File: config.mk
export PLATFORM = sky130hd
export DESIGN_NAME = mono_glyph_color_expand_blit
export DESIGN_NICKNAME = d
export VERILOG_FILES = /design/src/rtl/core/mgceb_pkg.sv /design/src/rtl/core/mgceb_emit.sv /design/src/rtl/core/mono_glyph_color_expand_blit.sv
export SDC_FILE = /design/constraint.sdc
export NUM_CORES = 1
export LEC_CHECK = 0
export BUFFER_PORTS_ARGS = -buffer_cell sky130_fd_sc_hd__clkbuf_2
export CORE_ASPECT_RATIO = 0.9
export CORE_MARGIN = 2
export CORE_UTILIZATION = 60
export CTS_CLUSTER_DIAMETER = 40
export DETAILED_ROUTE_END_ITERATION = 16
export PLACE_DENSITY = 0.84
export SYNTH_ARGS = -nofsm -noshare
export SYNTH_HDL_FRONTEND = slang
export SYNTH_SLANG_ARGS = --single-unit
File: constraint.sdc
create_clock -name clk -period 9.5 [get_ports clk]
set_clock_uncertainty 0.1 [all_clocks]
set_input_delay 0.95 -clock clk [delete_from_list [all_inputs] [get_ports clk]]
set_output_delay 0.95 -clock clk [all_outputs]
set_load 0.02 [all_outputs]
File: src/rtl/core/mgceb_pkg.sv
// Shared types and constants for the monochrome glyph color-expansion blit.
package mgceb_pkg;

  localparam int CFG_IDX_W   = 3;
  localparam int CFG_DATA_W  = 24;
  localparam int SURF_W      = 13;
  localparam int GLYPH_W     = 11;
  localparam int COLOR_W     = 24;
  localparam int ADDR_W      = 24;
  localparam int CMP_W       = 16;
  localparam int LANES       = 8;
  localparam int LANE_IDX_W  = 3;

  localparam logic [SURF_W-1:0]  SURFACE_WIDTH_RST  = 13'd512;
  localparam logic [SURF_W-1:0]  SURFACE_HEIGHT_RST = 13'd256;
  localparam logic [COLOR_W-1:0] FILL_COLOR_RST     = 24'hFFFFFF;

  typedef enum logic [CFG_IDX_W-1:0] {
    REG_SURFACE_WIDTH  = 3'd0,
    REG_SURFACE_HEIGHT = 3'd1,
    REG_ORIGIN_X       = 3'd2,
    REG_ORIGIN_Y       = 3'd3,
    REG_GLYPH_WIDTH    = 3'd4,
    REG_GLYPH_HEIGHT   = 3'd5,
    REG_FILL_COLOR     = 3'd6
  } cfg_reg_t;

  typedef struct packed {
    logic [LANES-1:0]   mask;
    logic [ADDR_W-1:0]  row_base;
    logic [CMP_W-1:0]   x0;
    logic [COLOR_W-1:0] color;
  } work_t;

endpackage

File: src/rtl/core/mgceb_emit.sv
// Pixel write sequencer: holds one expanded byte and issues its writes one per cycle while out_stall is low.
module mgceb_emit (
  input  logic                              clk,
  input  logic                              rst_n,
  input  logic                              load_valid,
  input  mgceb_pkg::work_t                  load_word,
  output logic                              load_ready,
  output logic                              out_valid,
  input  logic                              out_stall,
  output logic [mgceb_pkg::ADDR_W-1:0]      out_pixel_address,
  output logic [mgceb_pkg::COLOR_W-1:0]     out_pixel_color,
  output logic                              out_last_of_byte
);
  import mgceb_pkg::*;

  logic                  work_valid_r;
  work_t                 work_r;
  logic                  out_valid_r;
  logic [ADDR_W-1:0]     out_addr_r;
  logic [COLOR_W-1:0]    out_color_r;
  logic                  out_last_r;

  logic                  out_free;
  logic                  fire;
  logic [LANE_IDX_W-1:0] pick_idx;
  logic [LANES-1:0]      pick_hot;
  logic [LANES-1:0]      rest_mask;
  logic                  pick_last;
  logic [CMP_W-1:0]      dx;
  logic [ADDR_W-1:0]     addr_nxt;

  always_comb begin
    pick_idx = '0;
    pick_hot = '0;
    for (int b = LANES - 1; b >= 0; b--) begin
      if (work_r.mask[b]) begin
        pick_idx = LANE_IDX_W'(b);
        pick_hot = LANES'(1) << b;
      end
    end
  end

  assign rest_mask  = work_r.mask & ~pick_hot;
  assign pick_last  = (rest_mask == '0);
  assign out_free   = !out_valid_r || !out_stall;
  assign fire       = work_valid_r && out_free;
  assign load_ready = !work_valid_r || (fire && pick_last);
  assign dx         = work_r.x0 + CMP_W'(pick_idx);
  assign addr_nxt   = work_r.row_base + ADDR_W'(dx[SURF_W-1:0]);

  always_ff @(posedge clk) begin
    if (!rst_n) begin
      work_valid_r <= 1'b0;
    end else if (load_valid && load_ready) begin
      work_valid_r <= 1'b1;
    end else if (fire && pick_last) begin
      work_valid_r <= 1'b0;
    end
  end

  always_ff @(posedge clk) begin
    if (load_valid && load_ready) begin
      work_r <= load_word;
    end else if (fire) begin
      work_r.mask <= rest_mask;
    end
  end

  always_ff @(posedge clk) begin
    if (!rst_n) begin
      out_valid_r <= 1'b0;
    end else if (fire) begin
      out_valid_r <= 1'b1;
    end else if (!out_stall) begin
      out_valid_r <= 1'b0;
    end
  end

  always_ff @(posedge clk) begin
    if (fire) begin
      out_addr_r  <= addr_nxt;
      out_color_r <= work_r.color;
      out_last_r  <= pick_last;
    end
  end

  assign out_valid         = out_valid_r;
  assign out_pixel_address = out_addr_r;
  assign out_pixel_color   = out_color_r;
  assign out_last_of_byte  = out_last_r;

endmodule

File: src/rtl/core/mono_glyph_color_expand_blit.sv
// Top level of the monochrome glyph color-expansion blit with clipping.
// Each accepted bitmap word is clipped and expanded combinationally into a mask of up to eight
// pixel writes plus a row base address (one 13 by 13 multiply), then the write sequencer
// issues one pixel write per cycle from its output register while out_stall is low. A word
// that yields several writes occupies the sequencer until its last write issues; a word with
// no writes, or one taken while the glyph is empty, is not loaded into the sequencer. The
// next word is accepted in the cycle its predecessor issues its last write. A first write
// passes the work register, then the output register. The configuration port is
// always ready and is to be written only while no words are in flight.
module mono_glyph_color_expand_blit #(
  parameter int MAX_SURFACE_DIM = 4096,
  parameter int MAX_GLYPH_DIM   = 1024
) (
  input  logic                               clk,
  input  logic                               rst_n,
  input  logic                               in_valid,
  output logic                               in_stall,
  input  logic [7:0]                         in_glyph_byte,
  output logic                               out_valid,
  input  logic                               out_stall,
  output logic [mgceb_pkg::ADDR_W-1:0]       out_pixel_address,
  output logic [mgceb_pkg::COLOR_W-1:0]      out_pixel_color,
  output logic                               out_last_of_byte,
  input  logic                               cfg_valid,
  output logic                               cfg_ready,
  input  logic [mgceb_pkg::CFG_IDX_W-1:0]    cfg_index,
  input  logic [mgceb_pkg::CFG_DATA_W-1:0]   cfg_data
);
  import mgceb_pkg::*;

  localparam int STRIDE_MAX = (MAX_GLYPH_DIM + 7) / 8;
  localparam int COL_W      = (STRIDE_MAX > 1) ? $clog2(STRIDE_MAX) : 1;
  localparam int ROW_W      = (MAX_GLYPH_DIM > 1) ? $clog2(MAX_GLYPH_DIM) : 1;
  localparam int SURF_CAP   = (MAX_SURFACE_DIM > 8191) ? 8191 : MAX_SURFACE_DIM;
  localparam int GLYPH_CAP  = (MAX_GLYPH_DIM > 2047) ? 2047 : MAX_GLYPH_DIM;
  localparam logic [SURF_W-1:0]  SURF_MAX  = SURF_W'(SURF_CAP);
  localparam logic [GLYPH_W-1:0] GLYPH_MAX = GLYPH_W'(GLYPH_CAP);

  logic [SURF_W-1:0]  surface_width_r;
  logic [SURF_W-1:0]  surface_height_r;
  logic [SURF_W-1:0]  origin_x_r;
  logic [SURF_W-1:0]  origin_y_r;
  logic [GLYPH_W-1:0] glyph_width_r;
  logic [GLYPH_W-1:0] glyph_height_r;
  logic [COLOR_W-1:0] fill_color_r;

  logic [COL_W-1:0]   byte_column_r;
  logic [COL_W-1:0]   byte_column_nxt;
  logic [ROW_W-1:0]   glyph_row_r;
  logic [ROW_W-1:0]   glyph_row_nxt;

  logic [GLYPH_W-1:0] gw;
  logic [GLYPH_W-1:0] gh;
  logic [SURF_W-1:0]  sw;
  logic [SURF_W-1:0]  sh;
  logic               glyph_empty;
  logic [CMP_W-1:0]   stride;
  logic               row_ok;
  logic [CMP_W-1:0]   dy;
  logic               dy_ok;
  logic [CMP_W-1:0]   col_base;
  logic [CMP_W-1:0]   x0;
  logic [CMP_W-1:0]   col_b;
  logic [CMP_W-1:0]   dx_b;
  logic [LANES-1:0]   mask;
  logic [2*SURF_W-1:0] row_prod;
  logic               accept;
  logic               load_valid;
  logic               load_ready;
  work_t              load_word;

  assign cfg_ready = 1'b1;

  always_ff @(posedge clk) begin
    if (!rst_n) begin
      surface_width_r  <= SURFACE_WIDTH_RST;
      surface_height_r <= SURFACE_HEIGHT_RST;
      origin_x_r       <= '0;
      origin_y_r       <= '0;
      glyph_width_r    <= '0;
      glyph_height_r   <= '0;
      fill_color_r     <= FILL_COLOR_RST;
    end else if (cfg_valid && cfg_ready) begin
      case (cfg_reg_t'(cfg_index))
        REG_SURFACE_WIDTH:  surface_width_r  <= cfg_data[SURF_W-1:0];
        REG_SURFACE_HEIGHT: surface_height_r <= cfg_data[SURF_W-1:0];
        REG_ORIGIN_X:       origin_x_r       <= cfg_data[SURF_W-1:0];
        REG_ORIGIN_Y:       origin_y_r       <= cfg_data[SURF_W-1:0];
        REG_GLYPH_WIDTH:    glyph_width_r    <= cfg_data[GLYPH_W-1:0];
        REG_GLYPH_HEIGHT:   glyph_height_r   <= cfg_data[GLYPH_W-1:0];
        REG_FILL_COLOR:     fill_color_r     <= cfg_data[COLOR_W-1:0];
        default: begin
        end
      endcase
    end
  end

  assign gw = (glyph_width_r > GLYPH_MAX) ? GLYPH_MAX : glyph_width_r;
  assign gh = (glyph_height_r > GLYPH_MAX) ? GLYPH_MAX : glyph_height_r;
  assign sw = (surface_width_r > SURF_MAX) ? SURF_MAX : surface_width_r;
  assign sh = (surface_height_r > SURF_MAX) ? SURF_MAX : surface_height_r;

  assign glyph_empty = (gw == '0) || (gh == '0);
  assign stride      = (CMP_W'(gw) + CMP_W'(7)) >> 3;
  assign row_ok      = CMP_W'(glyph_row_r) < CMP_W'(gh);
  assign dy          = {{(CMP_W-SURF_W){origin_y_r[SURF_W-1]}}, origin_y_r}
                       + CMP_W'(glyph_row_r);
  assign dy_ok       = !dy[CMP_W-1] && (dy < CMP_W'(sh));
  assign col_base    = CMP_W'(byte_column_r) << 3;
  assign x0          = {{(CMP_W-SURF_W){origin_x_r[SURF_W-1]}}, origin_x_r} + col_base;

  always_comb begin
    mask  = '0;
    col_b = '0;
    dx_b  = '0;
    for (int b = 0; b < LANES; b++) begin
      col_b   = col_base + CMP_W'(b);
      dx_b    = x0 + CMP_W'(b);
      mask[b] = in_glyph_byte[LANES-1-b] && (col_b < CMP_W'(gw))
                && !dx_b[CMP_W-1] && (dx_b < CMP_W'(sw));
    end
    mask = mask & {LANES{row_ok && dy_ok}};
  end

  assign row_prod = dy[SURF_W-1:0] * sw;

  assign in_stall   = !load_ready;
  assign accept     = in_valid && !in_stall;
  assign load_valid = accept && !glyph_empty && (mask != '0);

  assign load_word.mask     = mask;
  assign load_word.row_base = row_prod[ADDR_W-1:0];
  assign load_word.x0       = x0;
  assign load_word.color    = fill_color_r;

  always_comb begin
    byte_column_nxt = byte_column_r;
    glyph_row_nxt   = glyph_row_r;
    if (!row_ok) begin
      byte_column_nxt = '0;
      glyph_row_nxt   = '0;
    end else if (CMP_W'(byte_column_r) + CMP_W'(1) >= stride) begin
      byte_column_nxt = '0;
      if (CMP_W'(glyph_row_r) + CMP_W'(1) >= CMP_W'(gh)) begin
        glyph_row_nxt = '0;
      end else begin
        glyph_row_nxt = glyph_row_r + ROW_W'(1);
      end
    end else begin
      byte_column_nxt = byte_column_r + COL_W'(1);
    end
  end

  always_ff @(posedge clk) begin
    if (!rst_n) begin
      byte_column_r <= '0;
      glyph_row_r   <= '0;
    end else if (accept && !glyph_empty) begin
      byte_column_r <= byte_column_nxt;
      glyph_row_r   <= glyph_row_nxt;
    end
  end

  mgceb_emit u_emit (
    .clk               (clk),
    .rst_n             (rst_n),
    .load_valid        (load_valid),
    .load_word         (load_word),
    .load_ready        (load_ready),
    .out_valid         (out_valid),
    .out_stall         (out_stall),
    .out_pixel_address (out_pixel_address),
    .out_pixel_color   (out_pixel_color),
    .out_last_of_byte  (out_last_of_byte)
  );

endmodule
==> flow_summary.json, run 1 <==
{
  "num_rows": 63,
  "required_ns": 9.70,
  "worstPathArrival_ns": 7.94,
  "critPathKind": "reg2reg",
  "initial_core_util_pct": 61.3,
  "place_area_um2": 21200,
  "antenna_found_initial": 0,
  "relSlewSlack_pct": 24.2,
  "synth-edff-count": 118,
  "worst_hold_path.endpoint": "u_emit.out_pixel_color[8]",
  "clkSinkCount": 235,
  "synth_nets": 2675,
  "whs_path_depth": 0,
  "tightestPinTransition_ns": 1.13,
  "crit_top_cell": "fa_1",
  "insertion_delay_ns": 0.60,
  "cp-start-kind": "flop",
  "cts_resized": 0,
  "antenna_cells_inserted": 0,
  "synthCells": 2263,
  "drt-pass1-iter-count": 5,
  "fin_util_pct": 67.0,
  "design_area_um2": 22200,
  "slowest_delay_ns": 0.64,
  "period_share_pct": 81.5,
  "finalHoldViolCount": 0,
  "grt_pass1_vias": 16600,
  "post_cts_buffers": 0,
  "gp_congestion": 1.03,
  "pin_count": 92,
  "slew_violations": 0,
  "r2r_cells": 23,
  "r2r_start": "glyph_row_r[0]",
  "power_w": 0.00247,
  "most-common-layout-cells": "nand2_1, ha_1, inv_1",
  "max-vdd-ir-drop_mv": 0.145,
  "rsz0062_at_grt": "false",
  "dp.final_hpwl_mm": 40.4,
  "fp.dieH_um": 179,
  "grt_pass1_wl_mm": 85.3,
  "drv_cap": 0,
  "route.vias.total": 16500,
  "use_met3_pct": 6.94,
  "status": "finished clean",
  "fp.dieArea_um2": 35400,
  "final_common_cell": "nand2_1",
  "final_layout_size_suffix_gt1_share_pct": 7.77,
  "top_usage_layer": "met2",
  "cts-htree-levels": 1,
  "syn_area_um2": 20300,
  "grt-ovfl-total": 0,
  "wl_per_cell_um": 19.0,
  "coreArea_um2": 33200,
  "die_x_um": 198,
  "n_fill_cell": 2670,
  "ys_async_sr_fraction_pct": 0,
  "grt_max_degree": 114,
  "ys_ff_latch": 235,
  "rrSetupSlack_ns": 1.76,
  "hp-start": "u_emit.work_r[8]",
  "yosysWarnings": 0,
  "cp_slowest_cell": "xor2_1",
  "ant_nets": 0,
  "area_growth_pct": 9.31,
  "leakagePower_nw": 10.1,
  "io_buffers": 90,
  "cts_buffer_depth": 3,
  "yosys_most_used_dff": "edfxtp_1",
  "grtUsageMet1_pct": 40.2,
  "reg2reg_to": "u_emit.work_r[63]",
  "period_minus_slack_ns": 7.74,
  "viasPerCell": 5.88,
  "cp_max_fo": 8,
  "drt_iter0_drc": 1369,
  "routed_wl_mm": 53.4,
  "clk_pin_slew_ns": 0.06,
  "nets": 2744,
  "hold_buffers": 0,
  "cts_tree": "yes",
  "drc_errors": 0,
  "crit_path_end_kind": "flop",
  "root_buffer": "clkbuf_16",
  "fin_setup_tns_ns": 0,
  "fmax_ghz": 0.129,
  "numCtsBuffers": 30,
  "hp-class": "reg2reg",
  "finalSetupViolCount": 0,
  "synth.avg_cell_area_um2": 8.98,
  "ys_seq_area_share_pct": 29.0,
  "power.density_nw_per_um2": 111,
  "path_cells": "ha_1 > inv_1 > fa_1 > xor2_1 > clkinv_1 > nand3_1 > fa_1 > fa_1 > inv_1 > fa_1 > fa_1 > inv_1 > fa_1 > inv_1 > ha_1 > and2_1 > and3_1 > a22o_1 > a211o_1 > a21o_1 > a31oi_1 > o41ai_1 > xnor2_1",
  "track_usage_pct": 30.8,
  "synth_cell_types": 81,
  "grt_util_met2_pct": 50.3
}
[registers in the layout, summed over array words and instances (netlist names)]
register / flops
u_emit.work_r: 69
fill_color_r: 24
u_emit.out_pixel_address: 24
u_emit.out_pixel_color: 24
origin_x_r: 13
origin_y_r: 13
surface_height_r: 13
surface_width_r: 13
glyph_height_r: 11
glyph_width_r: 11
glyph_row_r: 10
byte_column_r: 7
u_emit.out_last_of_byte: 1
u_emit.out_valid: 1
u_emit.work_valid_r: 1
[synth_stat cells, types with 4 or more instances]
master	count	area share (%)
nand2_1	388	7.2
ha_1	248	15
inv_1	207	3.8
nor2_1	196	3.6
fa_1	124	12
edfxtp_1	118	17
dfxtp_1	117	12
xnor2_1	99	4.3
a21boi_0	80	3.0
nand3_1	77	1.9
a21oi_1	70	1.7
xor2_1	62	2.7
a21o_1	54	2.0
o21ai_0	53	1.3
clkbuf_1	50	0.92
nand2b_1	28	0.86
and3_1	26	0.80
nor3_1	22	0.54
nor2b_1	21	0.65
nand4_1	16	0.49
and2_1	14	0.43
a211oi_1	12	0.44
o21a_1	12	0.44
nand3b_1	11	0.41
or3_1	9	0.28
a31oi_1	8	0.25
clkinv_1	8	0.15
a211o_1	7	0.30
buf_1	7	0.13
o211ai_1	7	0.26
buf_2	6	0.15
nor4_1	6	0.18
o31ai_1	6	0.22
nand4b_1	5	0.22
o2111ai_1	5	0.22
or2_2	5	0.15
o211a_1	4	0.20
o21bai_1	4	0.15
o221ai_1	4	0.17
[how the worst max path moves through the flow]
| stage | start | to | depth (start not counted) |
|---|---|---|---|
| after global placement | glyph_row_r[0] | u_emit.work_r[63] | 29 |
| after floorplan | glyph_row_r[0] | u_emit.work_r[63] | 29 |
| after global routing | glyph_row_r[0] | u_emit.work_r[63] | 29 |
| after CTS | glyph_row_r[0] | u_emit.work_r[63] | 29 |
| final | glyph_row_r[0] | u_emit.work_r[63] | 23 |
| after detailed placement | glyph_row_r[0] | u_emit.work_r[63] | 27 |
[cell type report]
class / instances / area [um2] / area share (%)
Sequential cell: 235 / 5890 / 26.5
Clock inverter: 16 / 155 / 0.698
Inverter: 216 / 811 / 3.65
Clock buffer: 40 / 861 / 3.87
Multi-Input combinational cell: 1746 / 13400 / 60.3
Timing Repair Buffer: 103 / 548 / 2.47
Tap cell: 455 / 569 / 2.56
[layer usage]
layer  vias up  part of all wire (%)
met5         -                     0
met4         0                   3.9
met3       145                   9.0
met2       645                    45
met1      7937                    42
li1       7808                     -
[worst max-delay path, delay by kind of cell, from the launching register on]
family | cells | cell delay, ns
buf+inv | 5 | 0.81
xor+xnor | 2 | 0.77
flops | 1 | 0.47
fa+ha+maj | 8 | 3.56
simple gates | 3 | 0.67
compound gates | 5 | 1.06
[report_power, final]
part	switching [W]	internal, W	total [W]
clock	0.000477	0.000655	0.00113
combinational	0.000159	0.0000918	0.000251
sequential	0.0000131	0.00107	0.00109
[cells by family after synthesis]
| kind of cell | Yosys count | share of synthesized area, % |
|---|---|---|
| buffers and inverters | 282 | 5.29 |
| muxes | 2 | 0.105 |
| adders and majority gates | 373 | 27.5 |
| DFF | 235 | 29.0 |
| and+or+nand+nor | 840 | 18.4 |
| AOI/OAI and AO/OA | 369 | 12.8 |
| xor gates and xnor gates | 161 | 6.94 |
| other | 1 | 0.0184 |
[stage by stage]
stage | setup slack (ns) | hold slack (ns) | cells
floorplan | 2.44 | 0.300 | 2263
global placement | 2.06 | 0.301 | 2755
detailed placement | 1.86 | 0.305 | 2755
CTS | 1.82 | 0.317 | 2811
global route | 1.27 | 0.326 | 2811
finish | 1.76 | 0.318 | 2811
Power figures use the tool's default switching activity.
==> run 2: changes to the inputs <==
Settings changed: CORE_UTILIZATION 60 to 58, PLACE_DENSITY 0.84 to 0.85.
Clock period 9.5 ns to 6.8 ns, I/O delays scaled along.
==> run 2 against run 1 <==
Compared with the run above:
- the flow now finishes with violations (setup timing)
- clock-buffer cell count grew 6
- wire length up 6.9%
- setup slack worse by 1.8 ns
- hold slack worse by 0.085 ns
- largest cell class unchanged
- maximum frequency is 13% higher
- largest power group unchanged
- core utilization is 0.47 points higher
- register-to-register slack lost 1.8 ns
- cell area increased by 5.6%
- power increased by 56%
- first-iteration DRC count down 0.88%
- global-route usage up 0.40 points
- via count up 3.9%
==> flow_summary.json, run 2 (same netlist as run 1, synthesis figures left out) <==
{
  "nets": 2833,
  "design_area_um2": 23500,
  "fin_ws_ns": -0.0324,
  "tightestPinTransition_ns": 1.23,
  "drt-pass1-iter-count": 5,
  "dp.final_hpwl_mm": 42.4,
  "power.density_nw_per_um2": 165,
  "drt_iter0_drc": 1357,
  "rrSetupSlack_ns": -0.03,
  "top_layer": "met4",
  "cp_max_fo": 4,
  "hold_buffers": 0,
  "viasPerCell": 5.89,
  "rsz0062_at_grt": "true",
  "period_share_pct": 100,
  "required_ns": 6.96,
  "grt_pass1_wl_mm": 90.9,
  "die_x_um": 201,
  "numCtsBuffers": 37,
  "r2r_start": "origin_y_r[0]",
  "slew_violations": 0,
  "num_rows": 65,
  "grt_pass1_vias": 17500,
  "route.vias.total": 17200,
  "largest_reg_flops": 69,
  "cp_slowest_cell": "fa_1",
  "relSlewSlack_pct": 17.2,
  "max-vdd-ir-drop_mv": 0.225,
  "initial_core_util_pct": 58.4,
  "worstPathArrival_ns": 7.00,
  "regMostFlops": "u_emit.work_r",
  "ant_nets": 0,
  "cp-startpoint": "origin_y_r[0]",
  "cts-htree-levels": 2,
  "status": "finished, violations left",
  "timing.critical_path.buf_inv": 5,
  "period_minus_slack_ns": 6.83,
  "place_area_um2": 21800,
  "drv_cap": 0,
  "wl_met1_mm": 23.5,
  "drc_errors": 0,
  "io_buffers": 90,
  "most-common-layout-cells": "nand2_1, ha_1, inv_1",
  "worst-path-stages": 29,
  "crit_family": "adder cells",
  "wl_per_cell_um": 19.6,
  "fmax_ghz": 0.146,
  "pin_count": 92,
  "hp-class": "in2reg",
  "insertion_delay_ns": 0.55,
  "clkSinkCount": 235,
  "root_buffer": "clkbuf_16",
  "fin_setup_tns_ns": -0.0816,
  "crit_path_end_kind": "flop",
  "crit_top_cell": "fa_1",
  "wl_met2_mm": 26.9,
  "crit_path_end": "u_emit.work_r[63]",
  "dr_wl_met3_mm": 4.36,
  "routed_wl_mm": 57.1,
  "violations": "setup timing",
  "area_growth_pct": 15.4,
  "gp_congestion": 0.996,
  "clk_pin_slew_ns": 0.06,
  "cts_tree": "yes",
  "antenna_found_initial": 0,
  "slowest_delay_ns": 0.52,
  "fp.dieArea_um2": 36600,
  "finalHoldViolCount": 0,
  "leakagePower_nw": 10.7,
  "grt-ovfl-total": 0,
  "final_layout_size_suffix_gt1_share_pct": 13.2,
  "fp.dieH_um": 182,
  "final_common_cell": "nand2_1",
  "finalSetupViolCount": 4,
  "critPathKind": "reg2reg",
  "cts_buffer_depth": 3,
  "track_usage_pct": 31.2,
  "cp-start-kind": "flop",
  "coreArea_um2": 34800,
  "r2r_cells": 29,
  "antenna_cells_inserted": 0,
  "grt_max_degree": 114,
  "reg2reg_to": "u_emit.work_r[63]"
}
run 2: cell count changes in the layout (fill, tap and decap cells not counted), moves of 5 or more:
cell       previous run  this run
a21oi_1              70        64
a21oi_2               2         7
buf_4                13        91
clkbuf_16            31        40
ha_1                248       239
ha_4                  0         8
inv_1               207       200
inv_2                 1         8
run 2: how the worst min path moves through the flow:
| stage | startpoint | end | slack (ns) | cells past startpoint |
|---|---|---|---|---|
| floorplan | u_emit.work_r[0] | u_emit.out_pixel_color[0] | 0.30 | 0 |
| finish | cfg_data[17] | fill_color_r[17] | 0.23 | 3 |
| global placement | u_emit.work_r[23] | u_emit.out_pixel_color[23] | 0.30 | 0 |
| CTS | cfg_data[15] | fill_color_r[15] | 0.23 | 3 |
| global route | cfg_data[15] | fill_color_r[15] | 0.23 | 3 |
| detailed placement | u_emit.work_r[13] | u_emit.out_pixel_color[13] | 0.30 | 0 |
run 2: timing repair:
action	in CTS	in global routing
buffers inserted	4	7
setup endpoints to repair	6	9
pin swaps	21	35
hold endpoints to repair	0	0
resized for setup	15	40
run 2: per-stage QoR:
| step | std cells | power (W) | worst slack (ns) | utilization (%) | hold WS (ns) |
|---|---|---|---|---|---|
| after floorplan | 2263 | 0.00177 | 0.0390 | - | 0.300 |
| after global placement | 2840 | 0.00189 | -0.0641 | 62.7 | 0.302 |
| after detailed placement | 2840 | 0.00190 | -0.185 | 62.7 | 0.305 |
| after CTS | 2911 | 0.00387 | 0.000822 | 66.7 | 0.225 |
| after global routing | 2918 | 0.00397 | -0.270 | 67.4 | 0.231 |
| final | 2918 | 0.00386 | -0.0324 | 67.4 | 0.233 |
run 2: worst reg2reg max path: cells and delay by family (launching register included):
kind | cells | cell delay, ns
AOI/OAI and AO/OA | 12 | 2.12
xor gates and xnor gates | 2 | 0.34
adders and majority gates | 8 | 3.20
buffers and inverters | 5 | 0.23
DFF | 1 | 0.35
and+or+nand+nor | 2 | 0.22
run 2: where the power goes:
part / switching, W / internal [W] / total, W
clock: 0.000755 / 0.00122 / 0.00197
combinational: 0.000231 / 0.000140 / 0.000372
sequential: 0.0000167 / 0.00150 / 0.00152
total: 0.00100 / 0.00286 / 0.00386
run 2: layout make-up:
cell class	count	area, um2
Fill cell	2727	11300
Multi-Input combinational cell	1746	13700
Tap cell	469	587
Sequential cell	235	5890
Timing Repair Buffer	185	1190
Clock inverter	21	250
Clock buffer	46	1060
Inverter	216	811
run 2: per-layer routing:
metal	global-route usage, %	vias to the layer above
met4	12.6	0
li1	-	7992
met2	52.3	711
met5	0	-
met1	40.3	8321
met3	5.22	164
